--- config.mk ---
export PLATFORM = sky130hd
export DESIGN_NAME = top_k_score_tracker_top
export DESIGN_NICKNAME = d
export VERILOG_FILES = /design/src/design/tkst_pkg.sv /design/src/design/tkst_engine.sv /design/src/design/top_k_score_tracker_top.sv
export VERILOG_INCLUDE_DIRS = /design/src /design/src/design
export SDC_FILE = /design/constraint.sdc
export NUM_CORES = 2
export LEC_CHECK = 0
export ABC_AREA = 1
export BUFFER_PORTS_ARGS = -buffer_cell sky130_fd_sc_hd__buf_2
export CAP_MARGIN = 0
export CORE_AREA = 2 2 469 285
export DETAILED_ROUTE_END_ITERATION = 7
export DIE_AREA = 0 0 471 287
export GPL_TIMING_DRIVEN = 0
export PLACE_DENSITY = 0.66
export SETUP_SLACK_MARGIN = 0.4
export SLEW_MARGIN = 25
export SYNTH_ARGS = -nofsm -noshare
export SYNTH_HDL_FRONTEND = slang
export SYNTH_SLANG_ARGS = --single-unit
--- constraint.sdc ---
create_clock -name clk -period 16 [get_ports clk]
set_input_delay 4.8 -clock clk [delete_from_list [all_inputs] [get_ports clk]]
set_output_delay 4.8 -clock clk [all_outputs]
set_load 0.005 [all_outputs]
--- src/design/top_k_score_tracker_top_assert.svh ---
// ----------------------------------------------------------------------------
// Top-K score tracker assertion macros
// Shorthand for the concurrent checks at the end of the tracker engine.
// ----------------------------------------------------------------------------
`ifndef TOP_K_SCORE_TRACKER_TOP_ASSERT_SVH
`define TOP_K_SCORE_TRACKER_TOP_ASSERT_SVH

// Same-cycle implication, clocked on clk and disabled during reset.
`define TKST_ASSERT_IMP(lbl, ante, cons) \
    lbl: assert property (@(posedge clk) disable iff (!rst_n) (ante) |-> (cons)) \
        else $error("tkst assertion failed");

// Next-cycle implication, clocked on clk and disabled during reset.
`define TKST_ASSERT_NXT(lbl, ante, cons) \
    lbl: assert property (@(posedge clk) disable iff (!rst_n) (ante) |=> (cons)) \
        else $error("tkst assertion failed");

`endif

--- src/design/tkst_pkg.sv ---
// ----------------------------------------------------------------------------
// Top-K score tracker package
// Item types, operation and status codes, and default sizes.
// ----------------------------------------------------------------------------
`default_nettype none

package tkst_pkg;

    localparam int MAX_KEEP_DEFAULT = 16;
    localparam int SCORE_BITS       = 32;
    localparam int INDEX_BITS       = 32;
    localparam int LIMIT_BITS       = 5;
    localparam int FILL_BITS        = 5;
    localparam int RANK_BITS        = 4;
    localparam int STATUS_BITS      = 3;

    localparam logic [LIMIT_BITS-1:0] LIMIT_RESET = 5'd16;

    localparam logic [1:0] FUNC_INSERT = 2'd0;
    localparam logic [1:0] FUNC_READ   = 2'd1;
    localparam logic [1:0] FUNC_CLEAR  = 2'd2;

    localparam logic [STATUS_BITS-1:0] STAT_INSERTED = 3'd0;
    localparam logic [STATUS_BITS-1:0] STAT_DROPPED  = 3'd1;
    localparam logic [STATUS_BITS-1:0] STAT_READ_OK  = 3'd2;
    localparam logic [STATUS_BITS-1:0] STAT_BAD_RANK = 3'd3;
    localparam logic [STATUS_BITS-1:0] STAT_CLEARED  = 3'd4;

    typedef struct packed {
        logic [1:0]                   func;
        logic signed [SCORE_BITS-1:0] score;
        logic [INDEX_BITS-1:0]        point_index;
        logic [RANK_BITS-1:0]         rank;
    } tkst_req_t;

    typedef struct packed {
        logic [STATUS_BITS-1:0]       status;
        logic signed [SCORE_BITS-1:0] out_score;
        logic [INDEX_BITS-1:0]        out_index;
        logic [FILL_BITS-1:0]         fill_count;
    } tkst_rsp_t;

    typedef struct packed {
        logic      valid;
        tkst_rsp_t item;
    } tkst_res_t;

endpackage

`default_nettype wire

--- src/design/tkst_engine.sv ---
// ----------------------------------------------------------------------------
// Top-K score tracker engine
// Sorted store in a memory, walked one entry per cycle by a small sequencer
// that compares stored scores with the new score for insertion and eviction.
// ----------------------------------------------------------------------------
`default_nettype none

module tkst_engine #(
    parameter int MAX_KEEP = 16
) (
    input  wire logic                           clk,
    input  wire logic                           rst_n,
    input  wire logic                           start,
    input  wire tkst_pkg::tkst_req_t            req,
    input  wire logic [tkst_pkg::LIMIT_BITS-1:0] keep_limit,
    input  wire logic                           res_take,
    output logic                                idle,
    output tkst_pkg::tkst_res_t                 res
);
    import tkst_pkg::*;
    `include "top_k_score_tracker_top_assert.svh"

    localparam int CNT_W = $clog2(MAX_KEEP + 1);
    localparam int CW    = (CNT_W > LIMIT_BITS) ? CNT_W : LIMIT_BITS;
    localparam int AW    = (MAX_KEEP > 1) ? $clog2(MAX_KEEP) : 1;

    typedef enum logic [2:0] {
        S_IDLE,
        S_INS_DN,
        S_FULL_CHK,
        S_INS_UP,
        S_PUT,
        S_READ,
        S_DONE
    } state_t;

    state_t                  state_reg, state_next;
    tkst_req_t               item_reg, item_next;
    logic [CW-1:0]           pos_reg, pos_next;
    logic [CW-1:0]           held_reg, held_next;
    logic                    grow_reg, grow_next;
    logic [STATUS_BITS-1:0]  status_reg, status_next;
    logic signed [SCORE_BITS-1:0] res_score_reg, res_score_next;
    logic [INDEX_BITS-1:0]   res_index_reg, res_index_next;

    logic signed [SCORE_BITS-1:0] score_mem [MAX_KEEP];
    logic [INDEX_BITS-1:0]        index_mem [MAX_KEEP];
    logic signed [SCORE_BITS-1:0] rd_score_reg;
    logic [INDEX_BITS-1:0]        rd_index_reg;

    logic                    we;
    logic [AW-1:0]           waddr;
    logic [AW-1:0]           raddr;
    logic signed [SCORE_BITS-1:0] wscore;
    logic [INDEX_BITS-1:0]   windex;

    logic [CW-1:0]           lim;
    logic [CW-1:0]           rank_ext;
    logic                    rd_le_new;
    logic                    rd_lt_new;

    always_comb
    begin
        if (keep_limit == '0)
        begin
            lim = CW'(1);
        end
        else if (CW'(keep_limit) > CW'(MAX_KEEP))
        begin
            lim = CW'(MAX_KEEP);
        end
        else
        begin
            lim = CW'(keep_limit);
        end
    end

    assign rank_ext  = CW'(req.rank);
    assign rd_le_new = (rd_score_reg <= item_reg.score);
    assign rd_lt_new = (rd_score_reg < item_reg.score);

    always_comb
    begin
        state_next     = state_reg;
        item_next      = item_reg;
        pos_next       = pos_reg;
        held_next      = held_reg;
        grow_next      = grow_reg;
        status_next    = status_reg;
        res_score_next = res_score_reg;
        res_index_next = res_index_reg;
        we             = 1'b0;
        waddr          = pos_reg[AW-1:0];
        raddr          = '0;
        wscore         = item_reg.score;
        windex         = item_reg.point_index;

        case (state_reg)
            S_IDLE:
            begin
                if (start)
                begin
                    item_next      = req;
                    res_score_next = '0;
                    res_index_next = '0;
                    grow_next      = (held_reg < lim);
                    status_next    = STAT_DROPPED;
                    state_next     = S_DONE;
                    case (req.func)
                        FUNC_INSERT:
                        begin
                            if (held_reg < lim)
                            begin
                                if (held_reg == '0)
                                begin
                                    we          = 1'b1;
                                    waddr       = '0;
                                    wscore      = req.score;
                                    windex      = req.point_index;
                                    held_next   = CW'(1);
                                    status_next = STAT_INSERTED;
                                end
                                else
                                begin
                                    pos_next   = held_reg;
                                    raddr      = AW'(held_reg - CW'(1));
                                    state_next = S_INS_DN;
                                end
                            end
                            else
                            begin
                                raddr      = '0;
                                state_next = S_FULL_CHK;
                            end
                        end
                        FUNC_READ:
                        begin
                            if (rank_ext < held_reg)
                            begin
                                raddr      = AW'(held_reg - CW'(1) - rank_ext);
                                state_next = S_READ;
                            end
                            else
                            begin
                                status_next = STAT_BAD_RANK;
                            end
                        end
                        FUNC_CLEAR:
                        begin
                            held_next   = '0;
                            status_next = STAT_CLEARED;
                        end
                        default:
                        begin
                            status_next = STAT_DROPPED;
                        end
                    endcase
                end
            end
            S_INS_DN:
            begin
                we = 1'b1;
                if (!rd_le_new)
                begin
                    wscore   = rd_score_reg;
                    windex   = rd_index_reg;
                    pos_next = pos_reg - CW'(1);
                    if (pos_reg == CW'(1))
                    begin
                        state_next = S_PUT;
                    end
                    else
                    begin
                        raddr = AW'(pos_reg - CW'(2));
                    end
                end
                else
                begin
                    held_next   = held_reg + CW'(1);
                    status_next = STAT_INSERTED;
                    state_next  = S_DONE;
                end
            end
            S_FULL_CHK:
            begin
                if (!rd_lt_new)
                begin
                    status_next = STAT_DROPPED;
                    state_next  = S_DONE;
                end
                else if (held_reg == CW'(1))
                begin
                    we          = 1'b1;
                    waddr       = '0;
                    status_next = STAT_INSERTED;
                    state_next  = S_DONE;
                end
                else
                begin
                    pos_next   = '0;
                    raddr      = AW'(1);
                    state_next = S_INS_UP;
                end
            end
            S_INS_UP:
            begin
                we = 1'b1;
                if (rd_le_new)
                begin
                    wscore   = rd_score_reg;
                    windex   = rd_index_reg;
                    pos_next = pos_reg + CW'(1);
                    if (pos_reg + CW'(2) == held_reg)
                    begin
                        state_next = S_PUT;
                    end
                    else
                    begin
                        raddr = AW'(pos_reg + CW'(2));
                    end
                end
                else
                begin
                    status_next = STAT_INSERTED;
                    state_next  = S_DONE;
                end
            end
            S_PUT:
            begin
                we          = 1'b1;
                status_next = STAT_INSERTED;
                state_next  = S_DONE;
                if (grow_reg)
                begin
                    held_next = held_reg + CW'(1);
                end
            end
            S_READ:
            begin
                res_score_next = rd_score_reg;
                res_index_next = rd_index_reg;
                status_next    = STAT_READ_OK;
                state_next     = S_DONE;
            end
            S_DONE:
            begin
                if (res_take)
                begin
                    state_next = S_IDLE;
                end
            end
            default:
            begin
                state_next = S_IDLE;
            end
        endcase
    end

    always_ff @(posedge clk or negedge rst_n)
    begin
        if (!rst_n)
        begin
            state_reg <= S_IDLE;
            held_reg  <= '0;
        end
        else
        begin
            state_reg <= state_next;
            held_reg  <= held_next;
        end
    end

    always_ff @(posedge clk)
    begin
        item_reg      <= item_next;
        pos_reg       <= pos_next;
        grow_reg      <= grow_next;
        status_reg    <= status_next;
        res_score_reg <= res_score_next;
        res_index_reg <= res_index_next;
    end

    always_ff @(posedge clk)
    begin
        if (we)
        begin
            score_mem[waddr] <= wscore;
            index_mem[waddr] <= windex;
        end
        rd_score_reg <= score_mem[raddr];
        rd_index_reg <= index_mem[raddr];
    end

    assign idle                = (state_reg == S_IDLE);
    assign res.valid           = (state_reg == S_DONE);
    assign res.item.status     = status_reg;
    assign res.item.out_score  = res_score_reg;
    assign res.item.out_index  = res_index_reg;
    assign res.item.fill_count = FILL_BITS'(held_reg);

    `TKST_ASSERT_IMP(a_held_max, 1'b1, held_reg <= CW'(MAX_KEEP))
    `TKST_ASSERT_IMP(a_held_step, held_reg != $past(held_reg), held_reg == $past(held_reg) + CW'(1) || held_reg == '0)
    `TKST_ASSERT_IMP(a_walk_up_bound, state_reg == S_INS_UP, pos_reg + CW'(1) < held_reg)
    `TKST_ASSERT_NXT(a_done_hold, state_reg == S_DONE && !res_take, state_reg == S_DONE)

endmodule

`default_nettype wire

--- src/design/top_k_score_tracker_top.sv ---
// ----------------------------------------------------------------------------
// Top-K score tracker
// Keeps the highest (score, point index) pairs of a stream, sorted in a store.
// ----------------------------------------------------------------------------
// The req channel carries one item per operation: insert a pair, read the
// entry of a given rank (zero is the maximum), or clear the store. Each item
// gives exactly one rsp item with a status, the entry read and the fill count.
// Both channels use valid and ready; cfg_we writes the keep limit at once.
// An insert walks the sorted store one entry per cycle through the memory's
// read and write ports, comparing stored scores against the new score.
// One item is worked on at a time: req_ready is high only while the engine
// is idle. The response waits in an output register, so the engine finishes
// and frees up as soon as that register is empty or being taken; when the
// receiver stalls with a response pending, the next result waits in the
// engine and no further item is accepted.
// Reset empties the store (fill count zero) and sets the keep limit to 16.
// ----------------------------------------------------------------------------
`default_nettype none

module top_k_score_tracker_top #(
    parameter int MAX_KEEP = tkst_pkg::MAX_KEEP_DEFAULT
) (
    input  wire logic                            clk,
    input  wire logic                            rst_n,
    input  wire logic                            req_valid,
    output logic                                 req_ready,
    input  wire tkst_pkg::tkst_req_t             req,
    output logic                                 rsp_valid,
    input  wire logic                            rsp_ready,
    output tkst_pkg::tkst_rsp_t                  rsp,
    input  wire logic                            cfg_we,
    input  wire logic [tkst_pkg::LIMIT_BITS-1:0] cfg_wdata
);
    import tkst_pkg::*;

    logic [LIMIT_BITS-1:0] keep_limit_reg;
    logic                  rsp_valid_reg;
    tkst_rsp_t             rsp_reg;
    logic                  eng_idle;
    tkst_res_t             eng_res;
    logic                  res_take;
    logic                  start;

    assign req_ready = eng_idle;
    assign start     = req_valid && eng_idle;
    assign res_take  = eng_res.valid && (!rsp_valid_reg || rsp_ready);

    tkst_engine #(
        .MAX_KEEP (MAX_KEEP)
    ) u_engine (
        .clk        (clk),
        .rst_n      (rst_n),
        .start      (start),
        .req        (req),
        .keep_limit (keep_limit_reg),
        .res_take   (res_take),
        .idle       (eng_idle),
        .res        (eng_res)
    );

    always_ff @(posedge clk or negedge rst_n)
    begin
        if (!rst_n)
        begin
            keep_limit_reg <= LIMIT_RESET;
            rsp_valid_reg  <= 1'b0;
        end
        else
        begin
            if (cfg_we)
            begin
                keep_limit_reg <= cfg_wdata;
            end
            if (res_take)
            begin
                rsp_valid_reg <= 1'b1;
            end
            else if (rsp_ready)
            begin
                rsp_valid_reg <= 1'b0;
            end
        end
    end

    always_ff @(posedge clk)
    begin
        if (res_take)
        begin
            rsp_reg <= eng_res.item;
        end
    end

    assign rsp_valid = rsp_valid_reg;
    assign rsp       = rsp_reg;

endmodule

`default_nettype wire

==> qor.txt <==
run status: completed
syn nets: 5701
total number of vias: 44.6k
Filler Cells Inserted: 11.2k
All-Layer GR Usage: 27.5%
tightest hold margin: 0.414 ns
CTS Sinks: 1311
Root Buffer: clkbuf_16
later-pin clock latency in the skew report: 0.77 ns
Final Max Slew Viols: 0
layout cells sized above 1: 13.0%
Initial Util: 44.8%
post-DP HPWL: 134000 um
reg2reg path depth: 13
Clk pin slew, worst setup/hold paths: 0.07 ns
routability cong.: 0.914
most frequent cells in the layout: 1233 x edfxtp_1, 1186 x inv_1, 930 x nand3_1, 814 x nand2_1, 521 x nand4_1
Post-Syn Instances: 5567
LEAKAGE: 28.4 nW
Die H: 287 um
hold path depth: 0
Setup CP Type: in -> reg
DRT iter0 DRCs: 7610
first-pass GRT wire length: 274000 um
Final Cycle Share: 51.8%
routed vias/inst: 5.72
worst endpoint data arrival time: 8.74 ns
syn_area_per_cell: 10.5 um2
Area Growth Syn to Fin: 16.4%
Syn Std Cell Area: 58500 um2
DRT Pass-1 Iters: 8
Site Rows: 103
sequential element share of the synthesized area: 66.1%
clock skew: 0.0323 ns
Final WS setup: 7.72 ns
Max Cap Viol: 0
Slew HR: 26.1%
final core occ: 52.1%
total CTS buffers: 117
number of synthesized register bits: 1311
Highest Clock Rate: 0.121 GHz
Core Area: 131000 um2
Final min period: 8.28 ns
grt total ovfl: 0
Port Buffers: 152
die area: 135000 um2
setup TNS: 0 ns
IO Pins: 154
CTS tree: done
H-tree depth: 3
most common cell after layout, fill and taps aside: edfxtp_1
Req. time, crit path: 16.46 ns
post-cts sizing count: 0
Antenna Nets Post-Route: 0
clock buffer depth: 3
number of global-route vias before repair: 41.1k
PD cells: 187 nW/um2
Crit Path Max Fanout: 15
Total Wirelength: 189000 um
DRC violations left: 0
largest net degree at the start of global routing: 44
# hold bufs at CTS: 0
antenna violations before repair: 12
CP Launch Type: primary input
DR WL/cell: 24.3 um
Setup WS pre-CTS: 7.17 ns
Worst Max-Slew Pin Slew: 1.11 ns
die width: 471 um
Post-CTS Setup Bufs: 0
total power: 12.7 mW
synth warn: 0
Synth cell types: 43
worst hold-check path type: reg -> reg
Crit. End Element: flop
nets@finish: 6092
Worst VDD drop: 0.135 mV
Final Hold Viols: 0
Finish-stage setup viols: 0
RSZ-0062 raised after global routing: no
-- worst paths after layout --
check | slack, ns | end | startpoint
hold / removal | 0.41 | rsp[49] | u_engine.res_score_reg[12]
setup / recovery | 7.72 | u_engine.score_mem[12][24] | req_valid
min in group asynchronous | 3.95 | rsp_valid | rst_n
hold reg to reg | 0.41 | rsp[49] | u_engine.res_score_reg[12]
max in group asynchronous | 11.74 | keep_limit_reg[4] | rst_n
setup reg to reg | 9.63 | u_engine.index_mem[4][22] | u_engine.item_reg[67]
-- logic make-up after synthesis --
logic type | after synthesis | share of synthesized area, %
DFF | 1311 | 66.1
AOI/OAI and AO/OA | 188 | 1.96
muxes | 1 | 0.0193
and+or+nand+nor | 2442 | 20.0
xor gates and xnor gates | 14 | 0.210
adders and majority gates | 54 | 1.17
buffers and inverters | 1557 | 10.5
-- synthesized netlist by cell type --
cell type     n  area share (%)
a31oi_1      36            0.39
nand3b_1      1           0.013
o22ai_1       3           0.032
nor2_1      159             1.0
nor2_4        2           0.039
o221ai_1      2           0.030
buf_1        20            0.13
a22oi_1       1           0.013
dfstp_2       1           0.045
nand4_1     521             5.6
o21bai_1      1           0.013
a21o_1        2           0.026
nor3_1        7           0.060
nand3_1     931             8.0
clkinv_1      1          0.0064
mux2_2        1           0.019
ha_1         53             1.1
inv_1      1187             7.6
o31ai_1       2           0.026
fa_1          1           0.034
nor3b_2       1           0.021
a32oi_1      31            0.46
a21oi_1      83            0.71
nor2_2        1           0.011
clkbuf_1    121            0.78
nand2_4       1           0.019
or2_2         1           0.011
nand3_2       3           0.051
o211ai_1      1           0.013
xnor2_1       5           0.075
inv_2         4           0.026
xor2_1        9            0.13
o21a_1        1           0.013
buf_4        14            0.18
edfxtp_1   1233              63
a221oi_1      1           0.015
a211oi_1      2           0.026
nand2_1     814             5.2
o21ai_0      21            0.18
buf_2       210             1.8
o311ai_0      1           0.015
dfrtp_1      13            0.56
dfxtp_1      64             2.2
-- worst max-delay path: stages --
cell,delay (ns)
buf_2,0.09
inv_1,0.09
nor2_4,0.50
nand3_1,0.27
nand2_1,0.17
nand4_1,0.23
inv_1,0.22
nor2_1,0.12
nor2_1,0.13
nand2_1,0.19
nor3_2,0.76
buf_4,0.35
buf_4,0.22
buf_4,0.22
buf_4,0.18
buf_4,0.17
-- power breakdown --
group          internal, mW  switching (mW)
clock network          1.65            1.33
registers              4.90           0.191
logic                  1.27            3.38
-- cell type report --
cell class	count	area, um2	share of cell area [%]
well taps	1732	2170	3.18
flip-flops and latches	1311	38700	56.8
plain buffers	365	1690	2.49
diodes	6	15.0	0.0221
clock inverters	78	837	1.23
multi-input cells	2699	14200	20.9
clock buffers	145	3130	4.60
inverters	1192	4480	6.58
repair buffers	272	2830	4.16
-- metrics by stage --
step,cell area [um2],cells
after floorplan,58500,5567
after global placement,61400,7451
after detailed placement,64100,7571
after CTS,68000,7794
after global routing,68100,7798
final,68100,7800
-- metal layers --
layer  vias up  part of all wire (%)  global-route usage (%)
met5         -                 0.050                   0.486
met4         4                   3.5                    9.45
met3       351                    15                    9.25
met2      3124                    39                    36.9
met1     21400                    42                    41.2
li1      19700                     -                       -
Power figures use the tool's default switching activity.
